<file path="config.mk">
export PLATFORM = sky130hd
export DESIGN_NAME = dmm_queue
export DESIGN_NICKNAME = d
export VERILOG_FILES = /design/src/hw/rtl/dmm_pkg.sv /design/src/hw/rtl/dmm_queue.sv
export SDC_FILE = /design/constraint.sdc
export NUM_CORES = 1
export LEC_CHECK = 0
export BUFFER_PORTS_ARGS = -buffer_cell sky130_fd_sc_hd__buf_2
export CAP_MARGIN = 30
export CORE_ASPECT_RATIO = 1.25
export CORE_MARGIN = 2
export CORE_UTILIZATION = 51
export DETAILED_ROUTE_END_ITERATION = 10
export PLACE_DENSITY = 0.74
export SYNTH_ARGS = -nofsm -noshare
export SYNTH_HDL_FRONTEND = slang
export SYNTH_SLANG_ARGS = --single-unit
</file>
<file path="constraint.sdc">
create_clock -name clk_i -period 2.15 [get_ports clk_i]
set_input_delay 0.1075 -clock clk_i [delete_from_list [all_inputs] [get_ports clk_i]]
set_output_delay 0.1075 -clock clk_i [all_outputs]
set_load 0.02 [all_outputs]
</file>
<file path="src/hw/rtl/dmm_pkg.sv">
`timescale 1ns / 1ps
// Shared constants, types and helper functions of the matrix multiplier.
package dmm_pkg;

  localparam int MAX_DIM     = 64;
  localparam int IDX_W       = 6;
  localparam int IDX_SPAN    = 1 << IDX_W;
  localparam int DIM_LIMIT   = (MAX_DIM < IDX_SPAN) ? MAX_DIM : IDX_SPAN;
  localparam int STORE_DEPTH = MAX_DIM * MAX_DIM;
  localparam int ADDR_W      = $clog2(STORE_DEPTH);
  localparam int SIZE_W      = 7;
  localparam int ELEM_W      = 16;
  localparam int PROD_W      = 2 * ELEM_W;
  localparam int SUM_W       = 40;
  localparam int OP_W        = 2;
  localparam int CFG_IDX_W   = 2;
  localparam int QUEUE_DEPTH = 4;
  localparam int QPTR_W      = $clog2(QUEUE_DEPTH);

  // Operation codes of an input transaction.
  localparam logic [OP_W-1:0] OP_WRITE_A = 2'd0;
  localparam logic [OP_W-1:0] OP_WRITE_B = 2'd1;
  localparam logic [OP_W-1:0] OP_ROW     = 2'd2;

  // Configuration register indexes.
  localparam logic [CFG_IDX_W-1:0] REG_A_ROWS    = 2'd0;
  localparam logic [CFG_IDX_W-1:0] REG_INNER_LEN = 2'd1;
  localparam logic [CFG_IDX_W-1:0] REG_B_COLS    = 2'd2;

  typedef enum logic [1:0] {
    CMD_WRITE_A,
    CMD_WRITE_B,
    CMD_ROW
  } cmd_kind_e;

  typedef struct packed {
    cmd_kind_e         kind;
    logic [IDX_W-1:0]  row;
    logic [IDX_W-1:0]  col;
    logic [ELEM_W-1:0] elem;
  } cmd_t;

  typedef struct packed {
    logic [SIZE_W-1:0] n_rows;
    logic [SIZE_W-1:0] n_inner;
    logic [SIZE_W-1:0] n_cols;
  } dims_t;

  // A size of zero acts as one, and sizes above the index range are clipped.
  function automatic logic [SIZE_W-1:0] eff_size(input logic [SIZE_W-1:0] raw);
    logic [SIZE_W-1:0] res;
    if (raw == '0) begin
      res = SIZE_W'(1);
    end else if (raw > SIZE_W'(DIM_LIMIT)) begin
      res = SIZE_W'(DIM_LIMIT);
    end else begin
      res = raw;
    end
    return res;
  endfunction

  function automatic logic [ADDR_W-1:0] store_addr(input logic [IDX_W-1:0] r,
                                                   input logic [IDX_W-1:0] c);
    return ADDR_W'(r) * ADDR_W'(MAX_DIM) + ADDR_W'(c);
  endfunction

endpackage

</file>
<file path="src/hw/rtl/dmm_queue.sv">
`timescale 1ns / 1ps
// Short command queue between the front end and the execution back end.
module dmm_queue import dmm_pkg::*; (
  input  logic clk_i,
  input  logic rst_ni,
  input  logic push_valid_i,
  output logic push_ready_o,
  input  cmd_t push_cmd_i,
  output logic pop_valid_o,
  input  logic pop_ready_i,
  output cmd_t pop_cmd_o
);

  cmd_t              entry_q [QUEUE_DEPTH];
  logic [QPTR_W-1:0] wr_ptr_q, wr_ptr_d;
  logic [QPTR_W-1:0] rd_ptr_q, rd_ptr_d;
  logic [QPTR_W:0]   count_q, count_d;
  logic              push, pop;

  assign push_ready_o = count_q != (QPTR_W+1)'(QUEUE_DEPTH);
  assign pop_valid_o  = count_q != '0;
  assign pop_cmd_o    = entry_q[rd_ptr_q];
  assign push         = push_valid_i && push_ready_o;
  assign pop          = pop_valid_o && pop_ready_i;

  always_comb begin
    wr_ptr_d = push ? wr_ptr_q + QPTR_W'(1) : wr_ptr_q;
    rd_ptr_d = pop ? rd_ptr_q + QPTR_W'(1) : rd_ptr_q;
    count_d  = count_q + (QPTR_W+1)'(push) - (QPTR_W+1)'(pop);
  end

  always_ff @(posedge clk_i or negedge rst_ni) begin
    if (!rst_ni) begin
      wr_ptr_q <= '0;
      rd_ptr_q <= '0;
      count_q  <= '0;
    end else begin
      wr_ptr_q <= wr_ptr_d;
      rd_ptr_q <= rd_ptr_d;
      count_q  <= count_d;
    end
  end

  always_ff @(posedge clk_i) begin
    if (push) begin
      entry_q[wr_ptr_q] <= push_cmd_i;
    end
  end

endmodule

</file>
# == Yosys cells after proc, flatten, opt, wreduce, memory -nomap -nowiden ==
# Memories as Yosys holds them, arrays and structs flattened.
# Cells that the tools add are included.
# op_classes
reduce_logical,3
add_sub_neg,4
n_eq_ne,1
mux,2
# op_table
op,count
adder 2 x 1 -> 2 bit (second input constant),2
adder 3 x 1 -> 3 bit,1
inequality test 3 bit (second input constant),1
nonzero test 3 bit,1
subtractor 3 x 1 -> 3 bit,1
logical AND 1 bit,2
two-way mux 1 bit,2
# totals
mem_count,1
input_bits,34
ramBits,120
register_bits,7
output_inout_bits,32
# mem_list
memory,words,word_bits,read_ports,rd_clocked_by_memory_dff,write_ports,line_no,source
entry_q,4,30,1,0,1,dmm_queue.sv:14,cmd_t entry_q [QUEUE_DEPTH];

# == Depth between registers and ports, before layout ==
# depth
ltp_word,4
ltp_mapped,9
ltp_nobuf,9

# == Least setup slack after synthesis ==
# Ideal clock, no wire load.
# synth_timing
kind,register to register
from,register count_q[1]
to,register count_q[2]
required_ps,2021
arrival_time_ps,1970
n_path_buf,0
path_slack_ps,51
synth_period_minus_slack_ps,2099
stages_incl_launch_ff,10
path_cell_list,dfrtp_1 nor3b_2 nand2b_1 ha_1 inv_1 ha_1 inv_1 fa_1 xnor2_1 xnor2_1
# synth_via
elab_chain_cells,4
elab_cells_between_ends,6
# synth_lines
item,line_no,source
from (decl),dmm_queue.sv:17,"logic [QPTR_W:0] count_q, count_d;"
from (signal assigned),dmm_queue.sv:40,count_q <= count_d;
inequality test 3 bit,dmm_queue.sv:20,assign push_ready_o = count_q != (QPTR_W+1)'(QUEUE_DEPTH);
logical AND 1 bit,dmm_queue.sv:23,assign push = push_valid_i && push_ready_o;
adder 3 x 1 -> 3 bit,dmm_queue.sv:29,count_d = count_q + (QPTR_W+1)'(push) - (QPTR_W+1)'(pop);
subtractor 3 x 1 -> 3 bit (*),dmm_queue.sv:29,
net count_d[2],dmm_queue.sv:17,
# The timed path passes the listed nets; every way through them passes the cells marked *.
# A chain may end at the register's enable or synchronous reset.

==> impl_metrics.json <==
{
  "rsz0062_at_grt": "false",
  "wire_per_inst_um": 17.8,
  "cts_buffer_depth": 2,
  "cts_root_buffer": "clkbuf_16",
  "yosysUniqueCellTypes": 21,
  "fin_worst_hold_slack_ns": 0.0415,
  "htree_levels": 4,
  "postLayoutCoreUtil": 0.692,
  "drive_above_1_share": 0.455,
  "clock_latency_ns": 0.40,
  "stdcell_area_um2": 6350,
  "internal-power_mw": 6.60,
  "grt_max_degree": 20,
  "synthesis.area_um2": 4840,
  "port_buffers": 65,
  "min_period_over_period": 0.956,
  "critPathKind": "reg2out",
  "initial_core_util": 0.527,
  "placedInstanceArea_um2": 5350,
  "hold_class": "in2reg",
  "critPathArrivalTime_ns": 1.95,
  "fill_cells": 604,
  "finalPower_mw": 9.35,
  "die_h_um": 113,
  "p_clk_frac": 0.332,
  "ys_warn_count": 0,
  "cts.clk_slew.worst_paths_ns": 0.06,
  "top_usage_layer": "met2",
  "grt_antenna_before_repair": 0,
  "drv_slew": 0,
  "firstDrtPassIters": 4,
  "postRouteAntennaNets": 0,
  "clock-skew-final_ns": 0.00484,
  "num_rows": 39,
  "fmax_mhz": 487,
  "die_width_um": 91.1,
  "synthCells": 198,
  "cts_buffers": 17,
  "drcViolationCount": 0,
  "sequentialPowerShare": 0.375,
  "dp.cells": 394,
  "setup_violations": 0,
  "grt_use_total": 0.176,
  "grt_pass1_wl_um": 13100,
  "drt_wl_total_um": 8170,
  "first_global_vias": 2538,
  "synth-main-ff-cell": "edfxtp_1",
  "swShare": 0.294,
  "max_cap_viol_count": 0,
  "max_slew.worst_pin.slew_ns": 0.422,
  "nets": 364,
  "status": "finished, final reports clean",
  "fin_cells": 459,
  "worst_slack_ns": 0.0955,
  "pre_cts_slack_ns": 0.0517,
  "use_met1": 0.210,
  "hpwl_um": 5070,
  "overflow": 0,
  "diodes": 0,
  "power_density_nw_per_um2": 1470,
  "gp_congestion": 0.660,
  "period_needed_ns": 2.05,
  "p_comb_frac": 0.293,
  "die-area_um2": 10300,
  "synth-async-reset-ratio": 0.0551,
  "use_met3": 0.0553,
  "area_growth_syn_to_layout_pct": 31.3,
  "vias": 2325,
  "worst_ir_drop_vdd_uv": 851,
  "io_pins": 66,
  "cp.required_ns": 2.04,
  "max-slew-margin-rel": 0.715,
  "cts_sinks": 127,
  "grtUsageMet2": 0.298,
  "syn-num-nets": 239,
  "power_leakage_nw": 2.30,
  "core_um2": 9170,
  "worstPathMaxFanout": 10,
  "hold_viol": 0,
  "tns_ns": 0,
  "cts_tree": "built",
  "p_sw_mw": 2.75,
  "viasPerCell": 5.07,
  "detail_route.iter0.violations": 153,
  "synth-edff-count": 120,
  "end_kind": "output pin",
  "crit_path_start_kind": "flop",
  "synth-seq-area-share": 0.781,
  "syn_avg_cell_area_um2": 24.4,
  "ys_ff_latch": 127
}
power by group through the flow:
stage	Combinational (mW)	Sequential (mW)	Clock, mW
global route	2.95	3.56	3.27
floorplan	1.99	3.46	0
global placement	2.66	3.50	0
detailed placement	2.68	3.56	0
CTS	2.74	3.51	3.16
finish	2.74	3.51	3.11
layout by cell type, fill, tap and decap left out:
master	n
and3b_2	4
buf_2	65
buf_4	17
bufinv_16	5
clkbuf_16	17
clkinv_4	3
clkinvlp_4	3
dfrtp_1	3
dfrtp_2	3
dfrtp_4	1
dlygate4sd3_1	31
edfxtp_1	120
fa_2	1
ha_1	6
inv_1	6
inv_6	4
mux4_1	2
mux4_2	28
nand2_1	1
nand2b_1	4
nand4bb_1	2
nor3b_2	1
o211ai_1	2
o311ai_0	1
o31a_1	1
or3_1	1
xnor2_1	2
xnor2_2	1
xor2_1	1
worst max-delay path, cell delays in order (launching register included):
cell,delay [ns]
dfrtp_4,0.54
buf_4,0.26
mux4_1,0.57
buf_2,0.17
synthesized netlist by cell type (2+ instances only):
cell type  count  area [um2]
and3b_1        4        35.0
buf_12         3        60.1
nand2b_1       4        25.0
inv_1          6        22.5
mux4_2        28         631
dfrtp_1        7         175
o211ai_1       2        15.0
xnor2_1        3        26.3
buf_2          3        15.0
nand4bb_1      2        22.5
ha_1           6        75.1
edfxtp_1     120        3600
mux4_1         2        52.6
final cells by class:
cell class / count / area (um2) / share of cell area
tap: 123 / 154 / 0.0242
clock inverter: 15 / 234 / 0.0368
multi-input combinational: 58 / 966 / 0.152
timing repair buffer: 113 / 763 / 0.120
inverter: 6 / 22.5 / 0.00355
clock buffer: 17 / 425 / 0.0670
sequential: 127 / 3790 / 0.596
metal layers:
| metal | vias to the layer above | routed length (um) |
|---|---|---|
| met5 | - | 0 |
| met4 | 0 | 112 |
| met3 | 10 | 270 |
| met2 | 53 | 4400 |
| met1 | 1179 | 3380 |
| li1 | 1083 | - |
final timing paths:
path	start	end	slack [ns]	depth (start not counted)
min in group asynchronous	rst_ni	count_q[0]	0.06	2
max in group asynchronous	rst_ni	rd_ptr_q[0]	1.91	2
setup / recovery	rd_ptr_q[0]	pop_cmd_o[0]	0.1	3
setup reg to reg	count_q[1]	count_q[2]	0.13	8
hold reg to reg	count_q[0]	count_q[0]	0.60	1
hold / removal	push_valid_i	wr_ptr_q[1]	0.04	3
sequential cells by signal, summed over array words and instances, names as in the netlist:
name / cells
count_q: 3
entry_q: 120
rd_ptr_q: 2
wr_ptr_q: 2
what timing repair did:
item	in CTS	in global routing
hold endpoints to repair	127	0
buffers inserted	0	2
hold buffers	31	0
resized for setup	0	6
endpoints found under the setup margin	0	11
cell families after synthesis:
group                      synth area share
adders and majority gates            0.0197
buffers and inverters                0.0225
muxes                                 0.141
and+or+nand+nor                      0.0217
AOI/OAI and AO/OA                   0.00672
xor gates and xnor gates            0.00724
DFF                                   0.781
(Power assumes the default switching activity.)
