--- src/hw/rtl/dmm_pkg.sv ---
`timescale 1ns / 1ps
// Shared constants, types and helper functions of the matrix multiplier.
package dmm_pkg;

  localparam int MAX_DIM     = 64;
  localparam int IDX_W       = 6;
  localparam int IDX_SPAN    = 1 << IDX_W;
  localparam int DIM_LIMIT   = (MAX_DIM < IDX_SPAN) ? MAX_DIM : IDX_SPAN;
  localparam int STORE_DEPTH = MAX_DIM * MAX_DIM;
  localparam int ADDR_W      = $clog2(STORE_DEPTH);
  localparam int SIZE_W      = 7;
  localparam int ELEM_W      = 16;
  localparam int PROD_W      = 2 * ELEM_W;
  localparam int SUM_W       = 40;
  localparam int OP_W        = 2;
  localparam int CFG_IDX_W   = 2;
  localparam int QUEUE_DEPTH = 4;
  localparam int QPTR_W      = $clog2(QUEUE_DEPTH);

  // Operation codes of an input transaction.
  localparam logic [OP_W-1:0] OP_WRITE_A = 2'd0;
  localparam logic [OP_W-1:0] OP_WRITE_B = 2'd1;
  localparam logic [OP_W-1:0] OP_ROW     = 2'd2;

  // Configuration register indexes.
  localparam logic [CFG_IDX_W-1:0] REG_A_ROWS    = 2'd0;
  localparam logic [CFG_IDX_W-1:0] REG_INNER_LEN = 2'd1;
  localparam logic [CFG_IDX_W-1:0] REG_B_COLS    = 2'd2;

  typedef enum logic [1:0] {
    CMD_WRITE_A,
    CMD_WRITE_B,
    CMD_ROW
  } cmd_kind_e;

  typedef struct packed {
    cmd_kind_e         kind;
    logic [IDX_W-1:0]  row;
    logic [IDX_W-1:0]  col;
    logic [ELEM_W-1:0] elem;
  } cmd_t;

  typedef struct packed {
    logic [SIZE_W-1:0] n_rows;
    logic [SIZE_W-1:0] n_inner;
    logic [SIZE_W-1:0] n_cols;
  } dims_t;

  // A size of zero acts as one, and sizes above the index range are clipped.
  function automatic logic [SIZE_W-1:0] eff_size(input logic [SIZE_W-1:0] raw);
    logic [SIZE_W-1:0] res;
    if (raw == '0) begin
      res = SIZE_W'(1);
    end else if (raw > SIZE_W'(DIM_LIMIT)) begin
      res = SIZE_W'(DIM_LIMIT);
    end else begin
      res = raw;
    end
    return res;
  endfunction

  function automatic logic [ADDR_W-1:0] store_addr(input logic [IDX_W-1:0] r,
                                                   input logic [IDX_W-1:0] c);
    return ADDR_W'(r) * ADDR_W'(MAX_DIM) + ADDR_W'(c);
  endfunction

endpackage

--- src/hw/rtl/dmm_if.sv ---
`timescale 1ns / 1ps
// Valid/ready channel interfaces for input items and result items.
interface dmm_in_if import dmm_pkg::*; ();
  logic                     valid;
  logic                     ready;
  logic [OP_W-1:0]          operation;
  logic [IDX_W-1:0]         row_index;
  logic [IDX_W-1:0]         col_index;
  logic signed [ELEM_W-1:0] element;

  modport source (output valid, operation, row_index, col_index, element, input ready);
  modport sink (input valid, operation, row_index, col_index, element, output ready);
endinterface


--- src/hw/rtl/dmm_front.sv ---
`timescale 1ns / 1ps
// Front end: takes input items, drops out-of-range or unknown ones, forms commands.
module dmm_front import dmm_pkg::*; (
  input  logic   clk_i,
  input  logic   rst_ni,
  dmm_in_if.sink in_chan_i,
  input  dims_t  dims_i,
  output logic   cmd_valid_o,
  input  logic   cmd_ready_i,
  output cmd_t   cmd_o
);

  logic              stage_valid_q, stage_valid_d;
  cmd_t              stage_cmd_q;
  cmd_t              cmd_new;
  logic              keep;
  logic              accept;
  logic [SIZE_W-1:0] row_ext, col_ext;

  assign in_chan_i.ready = !stage_valid_q || cmd_ready_i;
  assign accept          = in_chan_i.valid && in_chan_i.ready;
  assign row_ext         = SIZE_W'(in_chan_i.row_index);
  assign col_ext         = SIZE_W'(in_chan_i.col_index);

  always_comb begin
    cmd_new.row  = in_chan_i.row_index;
    cmd_new.col  = in_chan_i.col_index;
    cmd_new.elem = in_chan_i.element;
    cmd_new.kind = CMD_ROW;
    keep         = 1'b0;
    unique case (in_chan_i.operation)
      OP_WRITE_A: begin
        cmd_new.kind = CMD_WRITE_A;
        keep         = (row_ext < dims_i.n_rows) && (col_ext < dims_i.n_inner);
      end
      OP_WRITE_B: begin
        cmd_new.kind = CMD_WRITE_B;
        keep         = (row_ext < dims_i.n_inner) && (col_ext < dims_i.n_cols);
      end
      OP_ROW: begin
        cmd_new.kind = CMD_ROW;
        keep         = row_ext < dims_i.n_rows;
      end
      default: begin
        keep = 1'b0;
      end
    endcase
  end

  always_comb begin
    if (accept) begin
      stage_valid_d = keep;
    end else begin
      stage_valid_d = stage_valid_q && !cmd_ready_i;
    end
  end

  always_ff @(posedge clk_i or negedge rst_ni) begin
    if (!rst_ni) begin
      stage_valid_q <= 1'b0;
    end else begin
      stage_valid_q <= stage_valid_d;
    end
  end

  always_ff @(posedge clk_i) begin
    if (accept) begin
      stage_cmd_q <= cmd_new;
    end
  end

  assign cmd_valid_o = stage_valid_q;
  assign cmd_o       = stage_cmd_q;

endmodule

--- src/flat_wrapper.sv ---
// flat-port wrapper written by rule: the top's interface ports become plain ports
module dmm_front_flat import dmm_pkg::*;
  (clk_i, rst_ni, dims_i, cmd_valid_o, cmd_ready_i, cmd_o, in_chan_i_valid, in_chan_i_operation, in_chan_i_row_index, in_chan_i_col_index, in_chan_i_element, in_chan_i_ready);
  dmm_in_if in_chan_i_i ();
  input  logic clk_i;
  input  logic rst_ni;
  input  dims_t dims_i;
  output logic cmd_valid_o;
  input  logic cmd_ready_i;
  output cmd_t cmd_o;
  input wire logic [$bits(in_chan_i_i.valid)-1:0] in_chan_i_valid;
  input wire logic [$bits(in_chan_i_i.operation)-1:0] in_chan_i_operation;
  input wire logic [$bits(in_chan_i_i.row_index)-1:0] in_chan_i_row_index;
  input wire logic [$bits(in_chan_i_i.col_index)-1:0] in_chan_i_col_index;
  input wire logic [$bits(in_chan_i_i.element)-1:0] in_chan_i_element;
  output wire logic [$bits(in_chan_i_i.ready)-1:0] in_chan_i_ready;
  assign in_chan_i_i.valid = in_chan_i_valid;
  assign in_chan_i_i.operation = in_chan_i_operation;
  assign in_chan_i_i.row_index = in_chan_i_row_index;
  assign in_chan_i_i.col_index = in_chan_i_col_index;
  assign in_chan_i_i.element = in_chan_i_element;
  assign in_chan_i_ready = in_chan_i_i.ready;
  dmm_front u_core (.clk_i(clk_i), .rst_ni(rst_ni), .in_chan_i(in_chan_i_i), .dims_i(dims_i), .cmd_valid_o(cmd_valid_o), .cmd_ready_i(cmd_ready_i), .cmd_o(cmd_o));
endmodule
--- config.mk ---
export PLATFORM = sky130hd
export DESIGN_NAME = dmm_front_flat
export DESIGN_NICKNAME = d
export VERILOG_FILES = /design/src/hw/rtl/dmm_pkg.sv /design/src/hw/rtl/dmm_if.sv /design/src/hw/rtl/dmm_front.sv /design/src/flat_wrapper.sv
export SDC_FILE = /design/constraint.sdc
export NUM_CORES = 1
export LEC_CHECK = 0
export CAP_MARGIN = 25
export CORE_MARGIN = 4
export CORE_UTILIZATION = 61
export CTS_CLUSTER_SIZE = 25
export DETAILED_ROUTE_END_ITERATION = 10
export DONT_BUFFER_PORTS = 1
export GPL_TIMING_DRIVEN = 0
export PLACE_DENSITY = 0.77
export SYNTH_ARGS = -nofsm -noshare
export SYNTH_HDL_FRONTEND = slang
export SYNTH_SLANG_ARGS = --single-unit
--- constraint.sdc ---
create_clock -name clk_i -period 2 [get_ports clk_i]
set_input_delay 0.6 -clock clk_i [delete_from_list [all_inputs] [get_ports clk_i]]
set_output_delay 0.6 -clock clk_i [all_outputs]
set_load 0.03 [all_outputs]
== After elaboration in Yosys (flattened, before gate mapping) ==
Index checks and enable logic that the tools add are counted.
Cells by class
  order comparisons: 4
  equal/unequal tests: 2
  multiplexer cells: 3
  reduce and logical (&&, ||, !) cells: 8
Operators by type and width (number)
  less-than comparator 6 x 7 -> 1 bit: 4
  logical AND 1 bit: 4
  case mux 2 bit (2 select lines): 1
  case mux 1 bit (3 select lines): 1
  == test 2 x 1 -> 1 bit, second input constant: 1
  == test 2 bit, second input constant: 1
  logical NOT 1 bit: 2
  logical NOT 2 bit: 1
  logical OR 1 bit: 1
  two-way mux 1 bit: 1
Word-level totals
  register bits after elaboration: 31
  bits of input ports: 55
  output and inout bits: 32
  logic and storage cells: 22

== Longest topological paths before layout ==
Gate-level depths: netlist (run 1).
  depth after elaboration: 4
  gate-level depth with buffers: 7
  mapped depth without buffers: 7

== Least setup slack after synthesis (run 1) ==
No wires, ideal clock.
  path type: in2reg
  from: input cmd_ready_i
  to: register u_core.stage_cmd_q, in the netlist u_core.cmd_o[0], enable pin
  library setup time: 390 ps
  arrival: 1745 ps
  data required time: 1610 ps
  setup slack: -135 ps
  stages on the path: 2
  buffers on the path: 0
  cell sequence: nand2b_1 and2_1
On the way
  longest elaborated chain between the ends: 2
Ends and longest elaborated chain
  start, declared: RTL line flat_wrapper.sv:9  | input logic cmd_ready_i;
  logical OR 1 bit: RTL line dmm_front.sv:20  | assign in_chan_i.ready = !stage_valid_q || cmd_ready_i;
  logical AND 1 bit: RTL line dmm_front.sv:21  | assign accept = in_chan_i.valid && in_chan_i.ready;
  named net u_core.accept: RTL line dmm_front.sv:17  | logic accept;
  end signal, assigned: RTL line dmm_front.sv:68  | stage_cmd_q <= cmd_new;
  end, declared: RTL line dmm_front.sv:14  | cmd_t stage_cmd_q;
The timed path passes the listed nets, and every way through them passes these cells.
A chain may end at the register's enable or synchronous reset.

== Final worst setup path (run 1) ==
  from: register u_core.stage_valid_q (netlist: u_core.cmd_valid_o)
  to: register u_core.stage_cmd_q, in the netlist u_core.cmd_o[10], enable pin
On the way
  longest elaborated chain between the ends: 3
Ends and longest elaborated chain
  start, declared: RTL line dmm_front.sv:13  | logic stage_valid_q, stage_valid_d;
  start signal, assigned: RTL line dmm_front.sv:62  | stage_valid_q <= stage_valid_d;
  logical NOT 1 bit: RTL line dmm_front.sv:20
  logical OR 1 bit: RTL line dmm_front.sv:20
  named net in_chan_i_ready: RTL line flat_wrapper.sv:16  | output wire logic [$bits(in_chan_i_i.ready)-1:0] in_chan_i_ready;
  logical AND 1 bit: RTL line dmm_front.sv:21
  named net u_core.accept: RTL line dmm_front.sv:17
The timed path passes the listed nets, and every way through them passes these cells.

==> results of run 1 <==
-- report_power, final --
part           switching [mW]  internal [mW]  leakage [nW]
clock                   0.194          0.130        0.0273
sequential              0.108          0.774         0.302
combinational          0.0721         0.0538         0.344
total                   0.374          0.957         0.673
-- state kept, by name, summed over array words and instances, names as in the netlist --
register,count
u_core.cmd_o,30
u_core.cmd_valid_o,1
-- synthesized netlist by cell type (2+ instances only) --
master / n / area, µm²
a21o_1: 3 / 22.52
ha_1: 20 / 250.2
nor2_1: 3 / 11.26
inv_1: 16 / 60.06
nand3_1: 2 / 10.01
nand2b_1: 5 / 31.28
edfxtp_1: 30 / 900.9
a21oi_1: 9 / 45.04
nor3b_1: 2 / 15.01
nand4b_1: 4 / 35.03
-- final cells by class --
cell class	count	area share
Timing Repair Buffer	1	0.006173
Inverter	16	0.03704
Buffer	1	0.006173
Multi-Input combinational cell	60	0.3279
Tap cell	28	0.02160
Clock inverter	2	0.004630
Sequential cell	31	0.5710
Clock buffer	6	0.02546
-- cells by family (layout without fill, tap and decap cells) --
group,count (synthesis),after routing
flip-flops,31,31
buffers and inverters,17,26
AND/OR/NAND/NOR,22,22
adder cells (fa/ha/maj),20,20
AO/OA/AOI/OAI,18,18
-- critical path: cells and delay by family (launching register included) --
family | cells | cell delay [ns]
and+or+nand+nor | 2 | 1.04
DFF | 1 | 0.50
-- per-layer routing --
layer,track usage,vias to the layer above
met4,0.05960,0
li1,-,418
met3,0.1158,7
met5,0,-
met2,0.3081,58
met1,0.1994,389
-- final timing paths --
| path | from | end | depth (start not counted) |
|---|---|---|---|
| setup / recovery | u_core.cmd_valid_o | u_core.cmd_o[10] | 2 |
| hold reg to reg | u_core.cmd_valid_o | u_core.cmd_valid_o | 2 |
| max in group asynchronous | rst_ni | u_core.cmd_valid_o | 1 |
| setup reg to reg | u_core.cmd_valid_o | u_core.cmd_o[10] | 2 |
| min in group asynchronous | rst_ni | u_core.cmd_valid_o | 1 |
| hold / removal | in_chan_i_row_index[0] | u_core.cmd_o[22] | 0 |
-- per-stage QoR --
stage	hold WS (ns)	utilization
floorplan	0.3044	-
global placement	0.3044	0.6803
detailed placement	0.3044	0.6803
CTS	0.3558	0.7059
global route	0.3324	0.7059
finish	0.3640	0.7059
-- what timing repair did --
item                                   CTS  global route
endpoints found under the hold margin    1             0
hold buffers                             1             0
setup endpoints to repair                0             0
==> metrics.txt, run 1 <==
status completed; simple-gate share of the synthesized area 0.1008; Tightest Hold Check Type input port to flip-flop; Fmax 0.5234 GHz; skew final 0.001662 ns; worst skew pair latency 0.32 ns; Worst R2R Setup Slack 0.09 ns; port bufs 0; P&R area growth vs syn 6.230%; grt total ovfl 0; Filler cells 145; share of layout cells above drive strength 1 0.08547; initial antenna violation count 0; gpl congestion 0.7811; Placed Area 1563 µm²; Std-Cell Rows 17; synthesized instance count 108; Most used DFF post-synth edfxtp_1; Worst-Margin Slew 0.6948 ns; critical path type flip-flop to flip-flop; I/O Pins 87; Final WS setup 0.08941 ns; WL met2 1468 µm; Fin. Hold Viols 0; first-pass GRT wire length 4581 µm; setup violators final 0; post-synthesis sequential area ratio 0.6066; final wirelength 2996 µm; drt wl/cell 20.66 µm; Antenna Nets Post-Route 0; H-tree Lvls 2; Tcrit/Tclk final 0.9553; min cycle time layout 1.911 ns; worst path required time 1.97 ns; PwrDens 820.8 nW/µm²; crit-path cells nand2b_1, and2_2; Post-DP HPWL 2459 µm; dpl cells 136; CP peak stage delay 0.68 ns; Max IR drop VDD 583.2 µV; multi-input logic area 531.8 µm²; GRT Total Usage 0.1876; largest net degree at the start of global routing 31; via/cell ratio 6.014; via count 872; die width 58.03 µm; Mapped Nets 183; slowest stage cell on the critical path and2_2; die area 3367 µm²; Netlist cell types 24; CTS Sinks 31; nets 191; Worst EP arrival 1.88 ns; leading cell type in the layout, fill and taps excluded edfxtp_1; Ant. Diodes 0; final instance area 1622 µm²; area occupied by registers 925.9 µm²; initial drt markers 22; crit-path max FO 30; RSZ-0062 raised after global routing no; Avg Inst Size Synth 14.13 µm²; Post-synth ARST share 0.03226; leak pwr 0.6733 nW; slew margin rel. 0.5368; DRC Markers 0; EDFF count, synth 30; pre-CTS setup slack -0.001641 ns; final cell count without fillers 145; vias in the first global route 956; Post-Synth Adder-Cell Area 0.1639; most frequent cells in the layout 30 x edfxtp_1, 20 x ha_1, 16 x inv_1, 9 x a21oi_1; Total Power 1.331 mW; clock slew at reported path FFs 0.09 ns; count of pins over their slew limit 0; number of synthesized register bits 31; Post-CTS Resized 0; wire length on met1 1123 µm; Initial Util 0.6645; type of origin of the critical path flip-flop; top layer in use met4; post-CTS setup buffers 0; core area 2297 µm²; XOR/XNOR Fraction of Synth Area 0; routed wl met3 358 µm; Root Buffer clkbuf_4; total CTS buffers 5; Die Ht 58.03 µm; multiplexer share of the synthesized area 0; max cap viols 0; CTS tree built; Clock Path Buffers 2; Yosys warning count 0; 1st-pass router iterations 6; setup TNS 0 ns; largest family of logic cells by synthesized area adder cells; CP endpoint kind flip-flop; Mapped Area 1526 µm²; Synth Area in Compound Gates 0.08279
(Power assumes the default switching activity.)
==> inputs of run 2 (changes only) <==
--- a/config.mk
+++ b/config.mk
@@ -6,13 +6,15 @@
 export NUM_CORES = 1
 export LEC_CHECK = 0
 export CAP_MARGIN = 25
+export CELL_PAD_IN_SITES_DETAIL_PLACEMENT = 1
+export CELL_PAD_IN_SITES_GLOBAL_PLACEMENT = 1
 export CORE_MARGIN = 4
-export CORE_UTILIZATION = 61
+export CORE_UTILIZATION = 46
 export CTS_CLUSTER_SIZE = 25
 export DETAILED_ROUTE_END_ITERATION = 10
 export DONT_BUFFER_PORTS = 1
 export GPL_TIMING_DRIVEN = 0
-export PLACE_DENSITY = 0.77
+export PLACE_DENSITY_LB_ADDON = 0.05
 export SYNTH_ARGS = -nofsm -noshare
 export SYNTH_HDL_FRONTEND = slang
 export SYNTH_SLANG_ARGS = --single-unit
==> metrics.txt, run 2 (synthesis gave the netlist of run 1 again) <==
status completed; vias in the first global route 923 (-3.5%); 1st-pass router iterations 5 (-1); worst skew pair latency 0.32 ns (about the same); slowest stage cell on the critical path dfrtp_1; grt total ovfl 0 (unchanged); critical path type flip-flop to output pin; Fmax 0.5521 GHz (+5.5%); via/cell ratio 5.516 (-8.3%); Antenna Nets Post-Route 0 (unchanged); P&R area growth vs syn 9.426%; Tcrit/Tclk final 0.9057 (-0.04958); wire length on met1 1156 µm (+2.9%); dpl cells 152 (+12%); R2R Path Start u_core.cmd_valid_o; Worst EP arrival 1.21 ns (-0.67 ns); Total Power 1.469 mW (+10%); skew final 0.01406 ns (+0.01240 ns); count of pins over their slew limit 0 (unchanged); CTS tree built; area occupied by registers 925.9 µm² (unchanged); die area 4304 µm² (+28%); Filler cells 316 (+120%); CP endpoint kind output pin; RSZ-0062 raised after global routing no; Ant. Diodes 0 (unchanged); leading cell type in the layout, fill and taps excluded edfxtp_1; H-tree Lvls 2 (unchanged); Post-DP HPWL 2508 µm (+2.0%); DRC Markers 0 (unchanged); initial antenna violation count 0 (unchanged); slew margin rel. 0.7228 (+0.1860); nets 191 (unchanged); crit-path max FO 3 (-90%); share of layout cells above drive strength 1 0.1026 (+0.01709); post-CTS setup buffers 0 (unchanged); first-pass GRT wire length 4657 µm (+1.7%); hold_ws 0.3655 ns (+0.001454 ns); gpl congestion 0.8025 (+2.7%); CTS Sinks 31 (unchanged); min cycle time layout 1.811 ns (-0.09917 ns); Worst path top cell family by delay flip-flops; leak pwr 0.6901 nW (+2.5%); max cap viols 0 (unchanged); Root Buffer clkbuf_4; port bufs 0 (unchanged); via count 888 (+1.8%); Die Ht 65.61 µm (+13%); WL met2 1548 µm (+5.4%); routed wl met3 275 µm (-23%); GRT Total Usage 0.1496 (-0.03798); I/O Pins 87 (unchanged); drt wl/cell 18.83 µm (-8.9%); multi-input logic area 533.0 µm² (+0.24%); worst path required time 1.40 ns (-0.57 ns); setup violators final 0 (unchanged); Worst R2R Setup Slack 0.28 ns (+0.19 ns); final wirelength 3031 µm (+1.2%); most frequent cells in the layout 30 x edfxtp_1, 20 x ha_1, 16 x inv_1, 9 x a21oi_1; total CTS buffers 5 (unchanged); Clock Path Buffers 2 (unchanged); Tightest Hold Check Type input port to flip-flop; crit-path cells nand2b_1; final cell count without fillers 161 (+11%); largest net degree at the start of global routing 31 (unchanged); CP Launch Point u_core.cmd_valid_o; core area 3103 µm² (+35%); Buf/Inv on CP 0 (unchanged); PwrDens 879.3 nW/µm² (+7.1%); max reg flops 30 (unchanged); die width 65.61 µm (+13%); Worst Min Path Start in_chan_i_col_index[1]; Std-Cell Rows 20 (+3); Max IR drop VDD 345.9 µV (-41%); type of origin of the critical path flip-flop; clock slew at reported path FFs 0.10 ns (about the same); initial drt markers 50 (+130%); Initial Util 0.4919 (-0.1726); Fin. Hold Viols 0 (unchanged); Worst-Margin Slew 0.4157 ns (-0.2791 ns); top layer in use met4; CP peak stage delay 0.51 ns (-0.17 ns)
-- run 2: changes by cell type in the layout (fill, tap and decap cells not counted) --
cell       before  now
and2_2          1    0
and2_4          0    1
bufinv_16       0    1
clkbuf_1        1    0
clkinv_1        2    1
clkinv_2        0    1
-- run 2: path summary, 6_finish.rpt --
check	cells past startpoint	end
min in group asynchronous	1	u_core.cmd_valid_o
worst min register to register	2	u_core.cmd_valid_o
worst max register to register	2	u_core.cmd_o[15]
worst max-delay path	1	in_chan_i_ready
max in group asynchronous	1	u_core.cmd_valid_o
worst min-delay path	0	u_core.cmd_o[17]
-- run 2: where the power goes --
group | internal, mW | switching [mW]
clock | 0.257 | 0.204
combinational | 0.0545 | 0.0727
sequential | 0.773 | 0.107
total | 1.08 | 0.384
-- run 2: final cells by class --
type	instances	area share
Buffer	1	0.005993
Clock buffer	5	0.02247
Clock inverter	3	0.02322
Inverter	16	0.03596
Multi-Input combinational cell	60	0.3191
Sequential cell	31	0.5543
Tap cell	44	0.03296
Timing Repair Buffer	1	0.005993
-- run 2: timing repair --
item | CTS | global route
endpoints found under the setup margin | 0 | 30
resized for setup | 0 | 1
hold buffers | 1 | 0
hold endpoints to repair | 1 | 0
-- run 2: stage by stage --
| stage | worst slack (ns) | util | area, µm² | TNS, ns |
|---|---|---|---|---|
| after floorplan | 0.1636 | - | 1528 | 0 |
| after global placement | 0.002172 | 0.5101 | 1583 | 0 |
| after detailed placement | -0.02579 | 0.5101 | 1583 | -0.7323 |
| after CTS | 0.04070 | 0.5379 | 1669 | 0 |
| after global routing | 0.1128 | 0.5383 | 1670 | 0 |
| final | 0.1886 | 0.5383 | 1670 | 0 |
-- run 2: metal layers --
metal | global-route usage | vias up
met3 | 0.07692 | 4
met2 | 0.2579 | 52
met1 | 0.1512 | 416
li1 | - | 416
met4 | 0.06218 | 0
met5 | 0 | -
